===== src/rtl/ssfr_pkg.sv =====
// constants, slot layout tables and shared types of the stream frame receiver
// no dependencies
package ssfr_pkg;

   localparam int PAYLOAD_BYTES = 39;
   localparam int SLOTS         = 16;
   localparam int LAYOUT_LEN    = 16;
   localparam int SLOT_COUNT    = (SLOTS > LAYOUT_LEN) ? LAYOUT_LEN : SLOTS;

   localparam int CNT_W  = 6;
   localparam int ADDR_W = (PAYLOAD_BYTES > 1) ? $clog2(PAYLOAD_BYTES) : 1;
   localparam int SLOT_W = $clog2(LAYOUT_LEN);

   localparam int QUEUE_DEPTH = 2;
   localparam int QPTR_W      = $clog2(QUEUE_DEPTH);
   localparam int QCNT_W      = $clog2(QUEUE_DEPTH + 1);

   localparam logic [7:0] START_CODE_RESET = 8'h13;
   localparam logic [7:0] BYTE_ZERO        = 8'h00;
   localparam logic [7:0] BYTE_MASK        = 8'hFF;

   // packet id expected in each slot
   localparam logic [7:0] SLOT_ID [LAYOUT_LEN] = '{
      8'd43, 8'd44, 8'd7,  8'd45, 8'd9,  8'd10, 8'd11, 8'd12,
      8'd21, 8'd23, 8'd56, 8'd22, 8'd26, 8'd35, 8'd18, 8'd25
   };

   // bit i set: slot i carries two data bytes
   localparam logic [LAYOUT_LEN-1:0] SLOT_WIDE = 16'b1001_1110_0000_0011;

   typedef enum logic [1:0] {
      FR_HUNT,
      FR_LENGTH,
      FR_PAYLOAD,
      FR_CHECK
   } front_state_type;

   typedef enum logic [2:0] {
      BK_IDLE,
      BK_ID,
      BK_DATA1,
      BK_DATA2,
      BK_PUSH
   } back_state_type;

   typedef struct packed {
      logic frame_ok;
   } cmd_type;

   typedef struct packed {
      logic    valid;
      cmd_type cmd;
   } cmd_head_type;

   typedef struct packed {
      logic              en;
      logic [ADDR_W-1:0] addr;
      logic [7:0]        data;
   } ram_wr_type;

   typedef struct packed {
      logic busy;
   } back_status_type;

   typedef struct packed {
      logic              frame_ok;
      logic [SLOT_W-1:0] slot;
      logic              id_matched;
      logic [15:0]       value;
      logic              last;
   } result_type;

endpackage


===== src/rtl/ssfr_ram.sv =====
// generic single write, single read ram with registered read data
// no dependencies
module ssfr_ram #(
   parameter int WIDTH = 8,
   parameter int DEPTH = 39
) (
   input  logic                                   clock,
   input  logic                                   wr_en,
   input  logic [((DEPTH > 1) ? $clog2(DEPTH) : 1)-1:0] wr_addr,
   input  logic [WIDTH-1:0]                       wr_data,
   input  logic                                   rd_en,
   input  logic [((DEPTH > 1) ? $clog2(DEPTH) : 1)-1:0] rd_addr,
   output logic [WIDTH-1:0]                       rd_data
);

   logic [WIDTH-1:0] mem_ff [DEPTH];

   always_ff @(posedge clock) begin
      if (wr_en) begin
         mem_ff[wr_addr] <= wr_data;
      end
      if (rd_en) begin
         rd_data <= mem_ff[rd_addr];
      end
   end

endmodule


===== src/rtl/ssfr_cmd_queue.sv =====
// short queue of frame commands between front and back parts
// depends on ssfr_pkg
module ssfr_cmd_queue (
   input  logic                  clock,
   input  logic                  reset,
   input  logic                  push,
   input  ssfr_pkg::cmd_type     push_cmd,
   output logic                  full,
   input  logic                  pop,
   output ssfr_pkg::cmd_head_type head
);
   import ssfr_pkg::*;

   cmd_type           slot_ff [QUEUE_DEPTH];
   logic [QPTR_W-1:0] wr_ptr_ff, wr_ptr_in;
   logic [QPTR_W-1:0] rd_ptr_ff, rd_ptr_in;
   logic [QCNT_W-1:0] count_ff, count_in;
   logic              do_push, do_pop;

   assign full    = (count_ff == QCNT_W'(QUEUE_DEPTH));
   assign do_push = push && !full;
   assign do_pop  = pop && (count_ff != '0);

   assign head.valid = (count_ff != '0);
   assign head.cmd   = slot_ff[rd_ptr_ff];

   always_comb begin
      wr_ptr_in = wr_ptr_ff;
      rd_ptr_in = rd_ptr_ff;
      count_in  = count_ff;
      if (do_push) begin
         wr_ptr_in = (wr_ptr_ff == QPTR_W'(QUEUE_DEPTH - 1)) ? '0 : wr_ptr_ff + 1'b1;
      end
      if (do_pop) begin
         rd_ptr_in = (rd_ptr_ff == QPTR_W'(QUEUE_DEPTH - 1)) ? '0 : rd_ptr_ff + 1'b1;
      end
      if (do_push && !do_pop) begin
         count_in = count_ff + 1'b1;
      end else if (do_pop && !do_push) begin
         count_in = count_ff - 1'b1;
      end
   end

   always_ff @(posedge clock) begin
      if (reset) begin
         wr_ptr_ff <= '0;
         rd_ptr_ff <= '0;
         count_ff  <= '0;
      end else begin
         wr_ptr_ff <= wr_ptr_in;
         rd_ptr_ff <= rd_ptr_in;
         count_ff  <= count_in;
      end
   end

   always_ff @(posedge clock) begin
      if (do_push) begin
         slot_ff[wr_ptr_ff] <= push_cmd;
      end
   end

endmodule


===== src/rtl/ssfr_front.sv =====
// front part: start code hunt, length check, payload store, checksum
// depends on ssfr_pkg; drives the payload ram write port and the command queue
module ssfr_front (
   input  logic                     clock,
   input  logic                     reset,
   input  logic [7:0]               start_code,
   input  logic                     push,
   input  logic [7:0]               rx_byte,
   output logic                     full,
   input  logic                     cmd_full,
   input  logic                     back_pending,
   output logic                     cmd_push,
   output ssfr_pkg::cmd_type        cmd_out,
   output ssfr_pkg::ram_wr_type     ram_wr
);
   import ssfr_pkg::*;

   front_state_type   state_ff, state_in;
   logic [CNT_W-1:0]  count_ff, count_in;
   logic [7:0]        sum_ff, sum_in;
   logic              accept;
   logic [7:0]        sum_next;

   // payload waits while the back part reads the prior frame, checksum on cmd_full
   assign full     = ((state_ff == FR_PAYLOAD) && back_pending) ||
                     ((state_ff == FR_CHECK) && cmd_full);
   assign accept   = push && !full;
   assign sum_next = sum_ff + rx_byte;

   // next state
   always_comb begin
      state_in = state_ff;
      if (accept) begin
         unique case (state_ff)
            FR_HUNT: begin
               if (rx_byte == start_code) begin
                  state_in = FR_LENGTH;
               end
            end
            FR_LENGTH: begin
               state_in = (rx_byte == 8'(PAYLOAD_BYTES)) ? FR_PAYLOAD : FR_HUNT;
            end
            FR_PAYLOAD: begin
               if (count_ff == CNT_W'(PAYLOAD_BYTES - 1)) begin
                  state_in = FR_CHECK;
               end
            end
            FR_CHECK: begin
               state_in = FR_HUNT;
            end
            default: state_in = FR_HUNT;
         endcase
      end
   end

   // outputs and datapath
   always_comb begin
      count_in     = count_ff;
      sum_in       = sum_ff;
      ram_wr.en    = 1'b0;
      ram_wr.addr  = count_ff[ADDR_W-1:0];
      ram_wr.data  = rx_byte;
      cmd_push     = 1'b0;
      cmd_out.frame_ok = (sum_next == BYTE_ZERO);
      if (accept) begin
         unique case (state_ff)
            FR_HUNT: begin
               sum_in   = rx_byte;
               count_in = '0;
            end
            FR_LENGTH: begin
               sum_in   = sum_next;
               count_in = '0;
            end
            FR_PAYLOAD: begin
               ram_wr.en = 1'b1;
               sum_in    = sum_next;
               count_in  = count_ff + 1'b1;
            end
            FR_CHECK: begin
               sum_in   = sum_next;
               count_in = '0;
               cmd_push = 1'b1;
            end
            default: count_in = '0;
         endcase
      end
   end

   always_ff @(posedge clock) begin
      if (reset) begin
         state_ff <= FR_HUNT;
         count_ff <= '0;
         sum_ff   <= '0;
      end else begin
         state_ff <= state_in;
         count_ff <= count_in;
         sum_ff   <= sum_in;
      end
   end

endmodule


===== src/rtl/ssfr_back.sv =====
// back part: walks the slot layout over the payload ram, queues results
// depends on ssfr_pkg; reads the payload ram and the command queue
module ssfr_back (
   input  logic                       clock,
   input  logic                       reset,
   input  ssfr_pkg::cmd_head_type     cmd_head,
   output logic                       cmd_pop,
   output logic                       ram_rd_en,
   output logic [ssfr_pkg::ADDR_W-1:0] ram_rd_addr,
   input  logic [7:0]                 ram_rd_data,
   output ssfr_pkg::back_status_type  status,
   output logic                       res_empty,
   input  logic                       res_pop,
   output ssfr_pkg::result_type       res_head
);
   import ssfr_pkg::*;

   back_state_type    state_ff, state_in;
   logic [CNT_W-1:0]  off_ff, off_in;
   logic [SLOT_W-1:0] slot_ff, slot_in;
   logic [7:0]        id_ff, id_in;
   logic [7:0]        hi_ff, hi_in;
   logic              in_range_ff, in_range_in;
   logic [7:0]        rd_byte;
   logic              off_in_range;
   logic              is_wide;
   logic              is_last;

   // result queue
   result_type        res_q_ff [QUEUE_DEPTH];
   logic [QPTR_W-1:0] res_wr_ff, res_wr_in;
   logic [QPTR_W-1:0] res_rd_ff, res_rd_in;
   logic [QCNT_W-1:0] res_cnt_ff, res_cnt_in;
   logic              res_full;
   logic              res_push;
   logic              res_take;
   result_type        res_new;

   assign off_in_range = (off_ff < CNT_W'(PAYLOAD_BYTES));
   assign rd_byte      = in_range_ff ? ram_rd_data : BYTE_ZERO;
   assign is_wide      = SLOT_WIDE[slot_ff];
   assign is_last      = (slot_ff == SLOT_W'(SLOT_COUNT - 1));
   assign status.busy  = (state_ff != BK_IDLE);

   assign res_full  = (res_cnt_ff == QCNT_W'(QUEUE_DEPTH));
   assign res_empty = (res_cnt_ff == '0);
   assign res_take  = res_pop && !res_empty;
   assign res_head  = res_q_ff[res_rd_ff];

   // next state
   always_comb begin
      state_in = state_ff;
      unique case (state_ff)
         BK_IDLE: begin
            if (cmd_head.valid && cmd_head.cmd.frame_ok) begin
               state_in = BK_ID;
            end
         end
         BK_ID:    state_in = BK_DATA1;
         BK_DATA1: state_in = is_wide ? BK_DATA2 : BK_PUSH;
         BK_DATA2: state_in = BK_PUSH;
         BK_PUSH: begin
            if (!res_full) begin
               state_in = is_last ? BK_IDLE : BK_ID;
            end
         end
         default: state_in = BK_IDLE;
      endcase
   end

   // outputs and datapath
   always_comb begin
      off_in      = off_ff;
      slot_in     = slot_ff;
      id_in       = id_ff;
      hi_in       = hi_ff;
      in_range_in = in_range_ff;
      cmd_pop     = 1'b0;
      ram_rd_en   = 1'b0;
      ram_rd_addr = off_ff[ADDR_W-1:0];
      res_push    = 1'b0;
      res_new.frame_ok   = 1'b1;
      res_new.slot       = slot_ff;
      res_new.id_matched = (id_ff == SLOT_ID[slot_ff]);
      res_new.value      = is_wide ? {hi_ff, rd_byte} : {BYTE_ZERO, rd_byte};
      res_new.last       = is_last;
      unique case (state_ff) inside
         BK_IDLE: begin
            off_in  = '0;
            slot_in = '0;
            if (cmd_head.valid) begin
               if (cmd_head.cmd.frame_ok) begin
                  cmd_pop = 1'b1;
               end else if (!res_full) begin
                  // bad checksum: one error result
                  cmd_pop  = 1'b1;
                  res_push = 1'b1;
                  res_new.frame_ok   = 1'b0;
                  res_new.slot       = '0;
                  res_new.id_matched = 1'b0;
                  res_new.value      = '0;
                  res_new.last       = 1'b1;
               end
            end
         end
         BK_ID, BK_DATA1, BK_DATA2: begin
            ram_rd_en   = off_in_range;
            in_range_in = off_in_range;
            off_in      = off_ff + 1'b1;
            if (state_ff == BK_DATA1) begin
               id_in = rd_byte;
            end
            if (state_ff == BK_DATA2) begin
               hi_in = rd_byte;
            end
         end
         BK_PUSH: begin
            if (!res_full) begin
               res_push = 1'b1;
               slot_in  = slot_ff + 1'b1;
            end
         end
         default: off_in = '0;
      endcase
   end

   always_comb begin
      res_wr_in  = res_wr_ff;
      res_rd_in  = res_rd_ff;
      res_cnt_in = res_cnt_ff;
      if (res_push) begin
         res_wr_in = (res_wr_ff == QPTR_W'(QUEUE_DEPTH - 1)) ? '0 : res_wr_ff + 1'b1;
      end
      if (res_take) begin
         res_rd_in = (res_rd_ff == QPTR_W'(QUEUE_DEPTH - 1)) ? '0 : res_rd_ff + 1'b1;
      end
      if (res_push && !res_take) begin
         res_cnt_in = res_cnt_ff + 1'b1;
      end else if (res_take && !res_push) begin
         res_cnt_in = res_cnt_ff - 1'b1;
      end
   end

   always_ff @(posedge clock) begin
      if (reset) begin
         state_ff   <= BK_IDLE;
         res_wr_ff  <= '0;
         res_rd_ff  <= '0;
         res_cnt_ff <= '0;
      end else begin
         state_ff   <= state_in;
         res_wr_ff  <= res_wr_in;
         res_rd_ff  <= res_rd_in;
         res_cnt_ff <= res_cnt_in;
      end
   end

   always_ff @(posedge clock) begin
      off_ff      <= off_in;
      slot_ff     <= slot_in;
      id_ff       <= id_in;
      hi_ff       <= hi_in;
      in_range_ff <= in_range_in;
      if (res_push) begin
         res_q_ff[res_wr_ff] <= res_new;
      end
   end

endmodule


===== src/rtl/sensor_stream_frame_receiver.sv =====
// top level of the sensor stream frame receiver
// depends on ssfr_pkg, ssfr_ram, ssfr_cmd_queue, ssfr_front, ssfr_back
//
//   channel   direction  handshake              payload
//   req_      in         push / full            rx_byte
//   rsp_      out        pop / empty            frame_ok, slot, id_matched, value, last
//   csr_      in         valid / ready          start_code
//
// one byte is taken per cycle, while full is low, when hunting or storing payload
// a good frame yields one result per slot, stepping BK_ID, BK_DATA1, BK_DATA2 (wide
// slots only) and BK_PUSH, each byte read through the single read port of the ram
// payload bytes of the next frame stall (full high) until the back part has read out
// the previous frame; start and length bytes are still taken meanwhile
// reset is synchronous and clears control state; the start code returns to 19
module sensor_stream_frame_receiver (
   input  logic        clock,
   input  logic        reset,
   // input byte channel
   input  logic        req_push,
   output logic        req_full,
   input  logic [7:0]  req_rx_byte,
   // result channel
   output logic        rsp_empty,
   input  logic        rsp_pop,
   output logic        rsp_frame_ok,
   output logic [3:0]  rsp_slot,
   output logic        rsp_id_matched,
   output logic [15:0] rsp_value,
   output logic        rsp_last,
   // start code register
   input  logic        csr_valid,
   output logic        csr_ready,
   input  logic [7:0]  csr_start_code
);
   import ssfr_pkg::*;

   logic [7:0]        start_code_ff, start_code_in;
   ram_wr_type        ram_wr;
   logic              ram_rd_en;
   logic [ADDR_W-1:0] ram_rd_addr;
   logic [7:0]        ram_rd_data;
   logic              cmd_push;
   cmd_type           cmd_in;
   logic              cmd_full;
   logic              cmd_pop;
   cmd_head_type      cmd_head;
   back_status_type   back_status;
   logic              back_pending;
   result_type        res_head;

   // every transfer is taken; user writes only while the block is idle, not enforced
   assign csr_ready     = 1'b1;
   assign start_code_in = (csr_valid && csr_ready) ? csr_start_code : start_code_ff;

   always_ff @(posedge clock) begin
      if (reset) begin
         start_code_ff <= START_CODE_RESET;
      end else begin
         start_code_ff <= start_code_in;
      end
   end

   // the back part owns the ram while a command waits or a frame is being read
   assign back_pending = back_status.busy || cmd_head.valid;

   ssfr_front u_front (
      .clock        (clock),
      .reset        (reset),
      .start_code   (start_code_ff),
      .push         (req_push),
      .rx_byte      (req_rx_byte),
      .full         (req_full),
      .cmd_full     (cmd_full),
      .back_pending (back_pending),
      .cmd_push     (cmd_push),
      .cmd_out      (cmd_in),
      .ram_wr       (ram_wr)
   );

   // payload store, written by the front part, read by the back part
   ssfr_ram #(
      .WIDTH (8),
      .DEPTH (PAYLOAD_BYTES)
   ) u_payload_ram (
      .clock   (clock),
      .wr_en   (ram_wr.en),
      .wr_addr (ram_wr.addr),
      .wr_data (ram_wr.data),
      .rd_en   (ram_rd_en),
      .rd_addr (ram_rd_addr),
      .rd_data (ram_rd_data)
   );

   // good or bad frame verdicts, front to back
   ssfr_cmd_queue u_cmd_queue (
      .clock    (clock),
      .reset    (reset),
      .push     (cmd_push),
      .push_cmd (cmd_in),
      .full     (cmd_full),
      .pop      (cmd_pop),
      .head     (cmd_head)
   );

   ssfr_back u_back (
      .clock       (clock),
      .reset       (reset),
      .cmd_head    (cmd_head),
      .cmd_pop     (cmd_pop),
      .ram_rd_en   (ram_rd_en),
      .ram_rd_addr (ram_rd_addr),
      .ram_rd_data (ram_rd_data),
      .status      (back_status),
      .res_empty   (rsp_empty),
      .res_pop     (rsp_pop),
      .res_head    (res_head)
   );

   // result fields straight from the head of the result queue
   assign rsp_frame_ok   = res_head.frame_ok;
   assign rsp_slot       = 4'(res_head.slot);
   assign rsp_id_matched = res_head.id_matched;
   assign rsp_value      = res_head.value;
   assign rsp_last       = res_head.last;

endmodule


===== config.mk =====
export PLATFORM = sky130hd
export DESIGN_NAME = sensor_stream_frame_receiver
export DESIGN_NICKNAME = d
export VERILOG_FILES = /design/src/rtl/ssfr_pkg.sv /design/src/rtl/ssfr_ram.sv /design/src/rtl/ssfr_cmd_queue.sv /design/src/rtl/ssfr_front.sv /design/src/rtl/ssfr_back.sv /design/src/rtl/sensor_stream_frame_receiver.sv
export SDC_FILE = /design/constraint.sdc
export NUM_CORES = 1
export LEC_CHECK = 0
export ABC_CLOCK_PERIOD_IN_PS = 7900
export BUFFER_PORTS_ARGS = -buffer_cell sky130_fd_sc_hd__buf_2
export CORE_MARGIN = 2
export CORE_UTILIZATION = 60
export CTS_BUF_LIST = sky130_fd_sc_hd__clkbuf_8
export DETAILED_ROUTE_END_ITERATION = 16
export PLACE_DENSITY = 0.77
export SETUP_SLACK_MARGIN = 0.2
export SYNTH_ARGS = -nofsm -noshare
export SYNTH_HDL_FRONTEND = slang
export SYNTH_SLANG_ARGS = --single-unit

===== constraint.sdc =====
create_clock -name clock -period 7.9 [get_ports clock]
set_clock_uncertainty 0.05 [all_clocks]
set_input_delay 1.58 -clock clock [delete_from_list [all_inputs] [get_ports clock]]
set_output_delay 1.58 -clock clock [all_outputs]
set_load 0.1 [all_outputs]

Word level (Yosys, flattened, before mapping)
Memories as Yosys holds them, arrays and structs flattened. A register that Yosys moved wholly into a read port is not among the register bits.
Cells that the tools add are included.
- $lt $le $gt $ge: 3
- add/subtract/negate cells: 12
- multiplexer cells: 54
- reductions and logical operators: 37
- eq/ne operators: 18
- bitwise gates (word level): 1
- operators by type and width (operator ; number):
    23-bit 2-to-1 mux ; 4
    1-bit 2-to-1 mux ; 27
    8-bit 2-to-1 mux ; 3
    6-bit case mux with 2 select lines ; 2
    8-bit == test ; 2
    16-bit 2-to-1 mux ; 1
    8-bit case mux with 2 select lines ; 1
    3-bit case mux with 5 select lines ; 1
    2-bit 2-to-1 mux ; 7
    6-bit by 1-bit adder with 6-bit output (second input constant) ; 2
    1-bit logical AND ; 11
    3-bit 2-to-1 mux ; 3
    3-bit OR reduction ; 3
    8-bit adder ; 1
    2-bit == test (second input constant) ; 4
    8-bit by 6-bit == test with 1-bit output (second input constant) ; 1
    8-bit zero test ; 1
    4-bit 2-to-1 mux ; 2
    2-bit case mux with 4 select lines ; 1
    4-bit case mux with 2 select lines ; 1
    2-bit AND reduction ; 4
    2-bit nonzero test ; 4
    1-bit zero test ; 7
    3-bit by 2-bit == test with 1-bit output (second input constant) ; 2
    other kinds (21) ; 30
- register bits after elaboration: 62
- ROM bits: 144
- input port bits: 21
- word-level logic and storage cells: 146
- memory bits (writable): 360
- memories: 5
- output and inout port bits: 26
- memory list (memory ; depth ; width ; rd ports ; clocked after Yosys merged registers in ; wr ports ; line ; source):
    u_payload_ram.mem_ff ; 39 ; 8 ; 1 ; 1 ; 1 ; ssfr_ram.sv:16 ; logic [WIDTH-1:0] mem_ff [DEPTH];
    (name not given) ; 16 ; 8 ; 1 ; 0 ; 0 ; ssfr_back.sv:84 ; res_new.id_matched = (id_ff == SLOT_ID[slot_ff]);
    u_back.res_q_ff ; 2 ; 23 ; 1 ; 1 ; 1 ; ssfr_back.sv:30 ; result_type res_q_ff [QUEUE_DEPTH];
    (name not given) ; 16 ; 1 ; 1 ; 1 ; 0 ; ssfr_back.sv:41 ; assign is_wide = SLOT_WIDE[slot_ff];
    u_cmd_queue.slot_ff ; 2 ; 1 ; 1 ; 1 ; 1 ; ssfr_cmd_queue.sv:14 ; cmd_type slot_ff [QUEUE_DEPTH];

Longest topological paths before layout
- depth after elaboration: 12
- depth in mapped cells: 9
- gate-level depth less buffers: 8

Hierarchy
A second synthesis with hierarchy kept.
- cells, all modules: 1204
- area, all modules: 18472.7 sq um
- modules (own cells, without submodules) (module ; cells an instance ; times used ; sequential area each (sq um) ; area an instance (sq um)):
    ssfr_ram ; 704 ; 1 ; 9609.2 ; 12836.1
    ssfr_back ; 276 ; 1 ; 2372.3 ; 3744.8
    ssfr_front ; 167 ; 1 ; 320.3 ; 1286.2
    sensor_stream_frame_receiver ; 29 ; 1 ; 160.2 ; 314.1
    ssfr_cmd_queue ; 28 ; 1 ; 160.2 ; 291.5

Worst setup path after synthesis
OpenSTA, ideal clock, no wires.
- kind: register to output
- from: reg u_back.state_ff[1]
- to: out req_full
- cell stages (with the launch flop): 5
- data arrival time: 2760 ps
- path slack: 3510 ps
- cells stage by stage: dfxtp_1 or2_1 clkbuf_2 nor4_2 nor3_1
- cells in the longest elaborated chain, start to end: 4
- ends and longest elaborated chain (element ; line ; source):
    start, declared ; ssfr_back.sv:18 ; back_state_type state_ff, state_in;
    start signal, assigned ; ssfr_back.sv:151 ; state_ff <= state_in;
    3-bit nonzero test ; ssfr_back.sv:43 ; assign status.busy = (state_ff != BK_IDLE);
    1-bit logical OR ; sensor_stream_frame_receiver.sv:64 ; assign back_pending = back_status.busy || cmd_head.valid;
    1-bit logical AND ; ssfr_front.sv:25 ; assign full = ((state_ff == FR_PAYLOAD) && back_pending) ||
    1-bit logical OR ; ssfr_front.sv:25 ;
    end, declared ; sensor_stream_frame_receiver.sv:20 ; output logic req_full,
Every way passes these cells.

==> impl_metrics.toml <==
[global_route]
antenna_found_initial = 0
grt_pass1_wl_mm = 55.39
grt_pass1_vias = 9909
grt_max_degree = 104
grt_remaining_overflow = 0
track_usage_pct = 23.61

[worst_setup_path]
path_cells = "mux2_2 > buf_2"
startpoint_type = "flop"
worstRegToRegCells = 6
required_ns = 6.27
reg2reg_to = "u_payload_ram.rd_data[5]"
r2r-start = "u_back.ram_rd_addr[1]"
worstPathMaxFanout = 23
max_stage_delay_ns = 0.96
cp.arrival_ns = 2.29
slowest_stage = "dfxtp_1"
rrSetupSlack_ns = 4.20
worstSetupPathType = "flop to primary output"
end_kind = "primary output"

[floorplan]
coreArea_sq_um = 29720
boundaryPins = 47
die_x_um = 177.8
die_area_sq_um = 31600
start_util_pct = 60.97
rows = 63
fp.dieH_um = 177.8

[clocking]
cts_made_buffers = 69
postCtsHoldBufs = 0
root_buffer = "clkbuf_8"
clkTransAtPathRegs_ns = 0.06
cts_resized = 0
post-cts-setup-buffer-count = 0
clock_sinks = 433
cts_tree = "built"
htreeDepth = 3
insertion_delay_ns = 0.58
cts_buffer_depth = 3

[hold_path]
worstHoldStart = "u_front.sum_ff[2]"
holdCritPathClass = "flop to flop"
min_path_cells = 2
worstHoldEndpoint = "u_front.sum_ff[2]"

[sta]
tightest_slew_ns = 1.201
min_period_ns = 3.919
fmax_mhz = 255.2
slew_headroom_pct = 19.88
report.final.slew_viol_count = 0
layout_worst_path_cycle_share_pct = 49.61
finalSetupViolCount = 0
hold_violations = 0
rsz0062_at_grt = "false"
setup-tns-final_ns = 0

[detailed_routing]
first_pass_iters = 6
routed_wl_mm = 36.16
vias_per_cell = 6.079
drtIter0Drc = 894
dr_total_vias = 9915
wl_per_cell_um = 22.17
drc = 0
drtAntennaViolNets = 0

[placed_design]
hpwl_mm = 22.13
globalplace.congestion = 0.8852
numPortBuffers = 45

[final_layout]
antenna_cells = 0
num-nets-final = 1230
post-route-util_pct = 67.06
nFillCells = 2013
areaGrowthSynthToFinish_pct = 9.993
drive_gt1_share_pct = 19.10

[yosys]
synth_seq_area_share_pct = 69.67
postSynthNetCount = 1159
synthFlopType = "edfxtp_1"
synth_area_leaders = "edfxtp_1, mux4_2, dfxtp_1, mux2i_1, mux2_2"
syn_inst = 1118
yosys_register_bits = 433
ys.warnings.count = 0
synth-compound-area-share_pct = 5.608
synth.area.mux_share_pct = 12.22
synthSimpleGateAreaFrac_pct = 7.300
synth-xor-area-share_pct = 1.547
synth_area_leader_cell = "edfxtp_1"
synthDistinctLibCells = 68
synth_top_cell_area_share_pct = 65.47
synthArstFlopShare_pct = 0
synth_edf_count = 395
synth_top_family_by_area = "multiplexers"
avgSynthCellArea_sq_um = 16.21
syn_area_sq_um = 18120
synthAdderAreaFrac_pct = 1.423

[outcome]
status = "finished clean"

[power_and_ir_drop]
leakagePower_nw = 6.541
ir_worst_vdd_uv = 184.4
power_per_cell_area_nw_per_um2 = 265.4

[job]
cap_viol_max_count = 0
[worst max path at each step]
stage                             from                     end  slack [ns]  cells after the start
finish                            flop            rsp_value[1]        3.98                      2
floorplan           u_back.state_ff[1]                req_full        3.51                      4
global placement        req_rx_byte[0]  u_cmd_queue.slot_ff[0]        3.66                      8
global route                      flop            rsp_value[3]        3.79                      2
CTS                               flop            rsp_value[0]        3.89                      2
detailed placement      req_rx_byte[0]  u_cmd_queue.slot_ff[1]        3.51                      8
[cell usage in the layout, fill, tap and decap left out, drive strengths merged, types with 8 or more instances in the layout]
cell     synthesis  final
clkbuf          24     77
nand2           35     35
mux2i           66     66
nand3           14     14
mux2            43     43
a22oi           30     30
edfxtp         395    395
a2111oi          8      8
inv             14     28
nor4            12     12
buf             32     56
mux4            46     46
clkinv           0     25
nor2            85     85
and3            15     15
xor2            21     21
ha              19     19
nor2b           23     23
dfxtp           38     38
a21oi           33     33
nand2b           9      9
a211oi          12     12
or3              8      8
and2            27     27
o21ai           26     26
xnor2           11     11
[routing by layer]
metal / vias to the layer above / part of all wire (%) / wire length (um) / global-route usage, %
li1: 4526 / - / - / -
met1: 4904 / 40 / 14490 / 30.55
met2: 391 / 50 / 18080 / 39.34
met3: 94 / 6.8 / 2469 / 4.884
met4: 0 / 3.1 / 1116 / 9.460
met5: - / 0 / 0 / 0
[cell usage after synthesis (all sizes together) (6+ instances only)]
| library cell | number |
|---|---|
| o21ai | 26 |
| o211ai | 7 |
| nand2 | 35 |
| ha | 19 |
| a211oi | 12 |
| inv | 14 |
| buf | 32 |
| dfxtp | 38 |
| edfxtp | 395 |
| or3 | 8 |
| a2111oi | 8 |
| xnor2 | 11 |
| nor2b | 23 |
| clkbuf | 24 |
| nor4 | 12 |
| mux2 | 43 |
| a22oi | 30 |
| mux2i | 66 |
| a21oi | 33 |
| and2 | 27 |
| nand2b | 9 |
| nor2 | 85 |
| mux4 | 46 |
| xor2 | 21 |
| nand3 | 14 |
| nor3 | 6 |
| and3 | 15 |
[where the power goes]
group / leakage [nW] / internal [mW] / switching [mW]
clock network: 0.735 / 0.997 / 0.857
logic: 1.90 / 0.183 / 0.602
registers: 3.91 / 2.60 / 0.0470
[logic make-up (layout without fill, tap and decap cells)]
| kind of cell | after synthesis | count (layout) |
|---|---|---|
| XOR/XNOR | 32 | 32 |
| buffers and inverters | 70 | 193 |
| AND/OR/NAND/NOR | 257 | 257 |
| adder cells (fa/ha/maj) | 20 | 20 |
| other | 1 | 1 |
| AO/OA/AOI/OAI | 150 | 150 |
| multiplexers | 155 | 155 |
| flip-flops | 433 | 433 |
[critical path, delay by kind of cell (launching register included)]
kind	cells	cell delay [ns]
buf+inv	1	0.42
flops	1	0.96
mux	1	0.32
[through the flow]
stage,area (sq um),power [mW],cells,setup WS [ns],hold WS (ns)
global route,19930,5.483,1631,3.794,0.4443
CTS,19930,5.333,1631,3.894,0.4181
global placement,18580,3.469,1508,3.661,0.4041
detailed placement,18580,3.491,1508,3.511,0.4073
floorplan,18120,3.338,1118,3.510,0.3856
finish,19930,5.289,1631,3.981,0.4198
[final cells by class]
type / count / area (sq um) / area share (%)
inverters: 14 / 52.55 / 0.2637
flip-flops and latches: 433 / 12620 / 63.34
multi-input cells: 615 / 5100 / 25.59
repair buffers: 56 / 320.3 / 1.607
clock inverters: 46 / 285.3 / 1.432
well taps: 390 / 488.0 / 2.449
clock buffers: 77 / 1060 / 5.318
[registers in the layout (all words and copies together), names as in the netlist, 3 cells and up, named ones only]
signal and count:
u_payload_ram.mem_ff 312, start_code_ff 8, u_back.res_q_ff 46, u_back.state_ff 3, u_back.ram_rd_addr 6, u_back.slot_ff 4
u_back.hi_ff 8, u_payload_ram.rd_data 8, u_front.sum_ff 8, u_front.count_ff 6, u_back.id_ff 8
No activity file was read; power rests on OpenSTA's default activity.
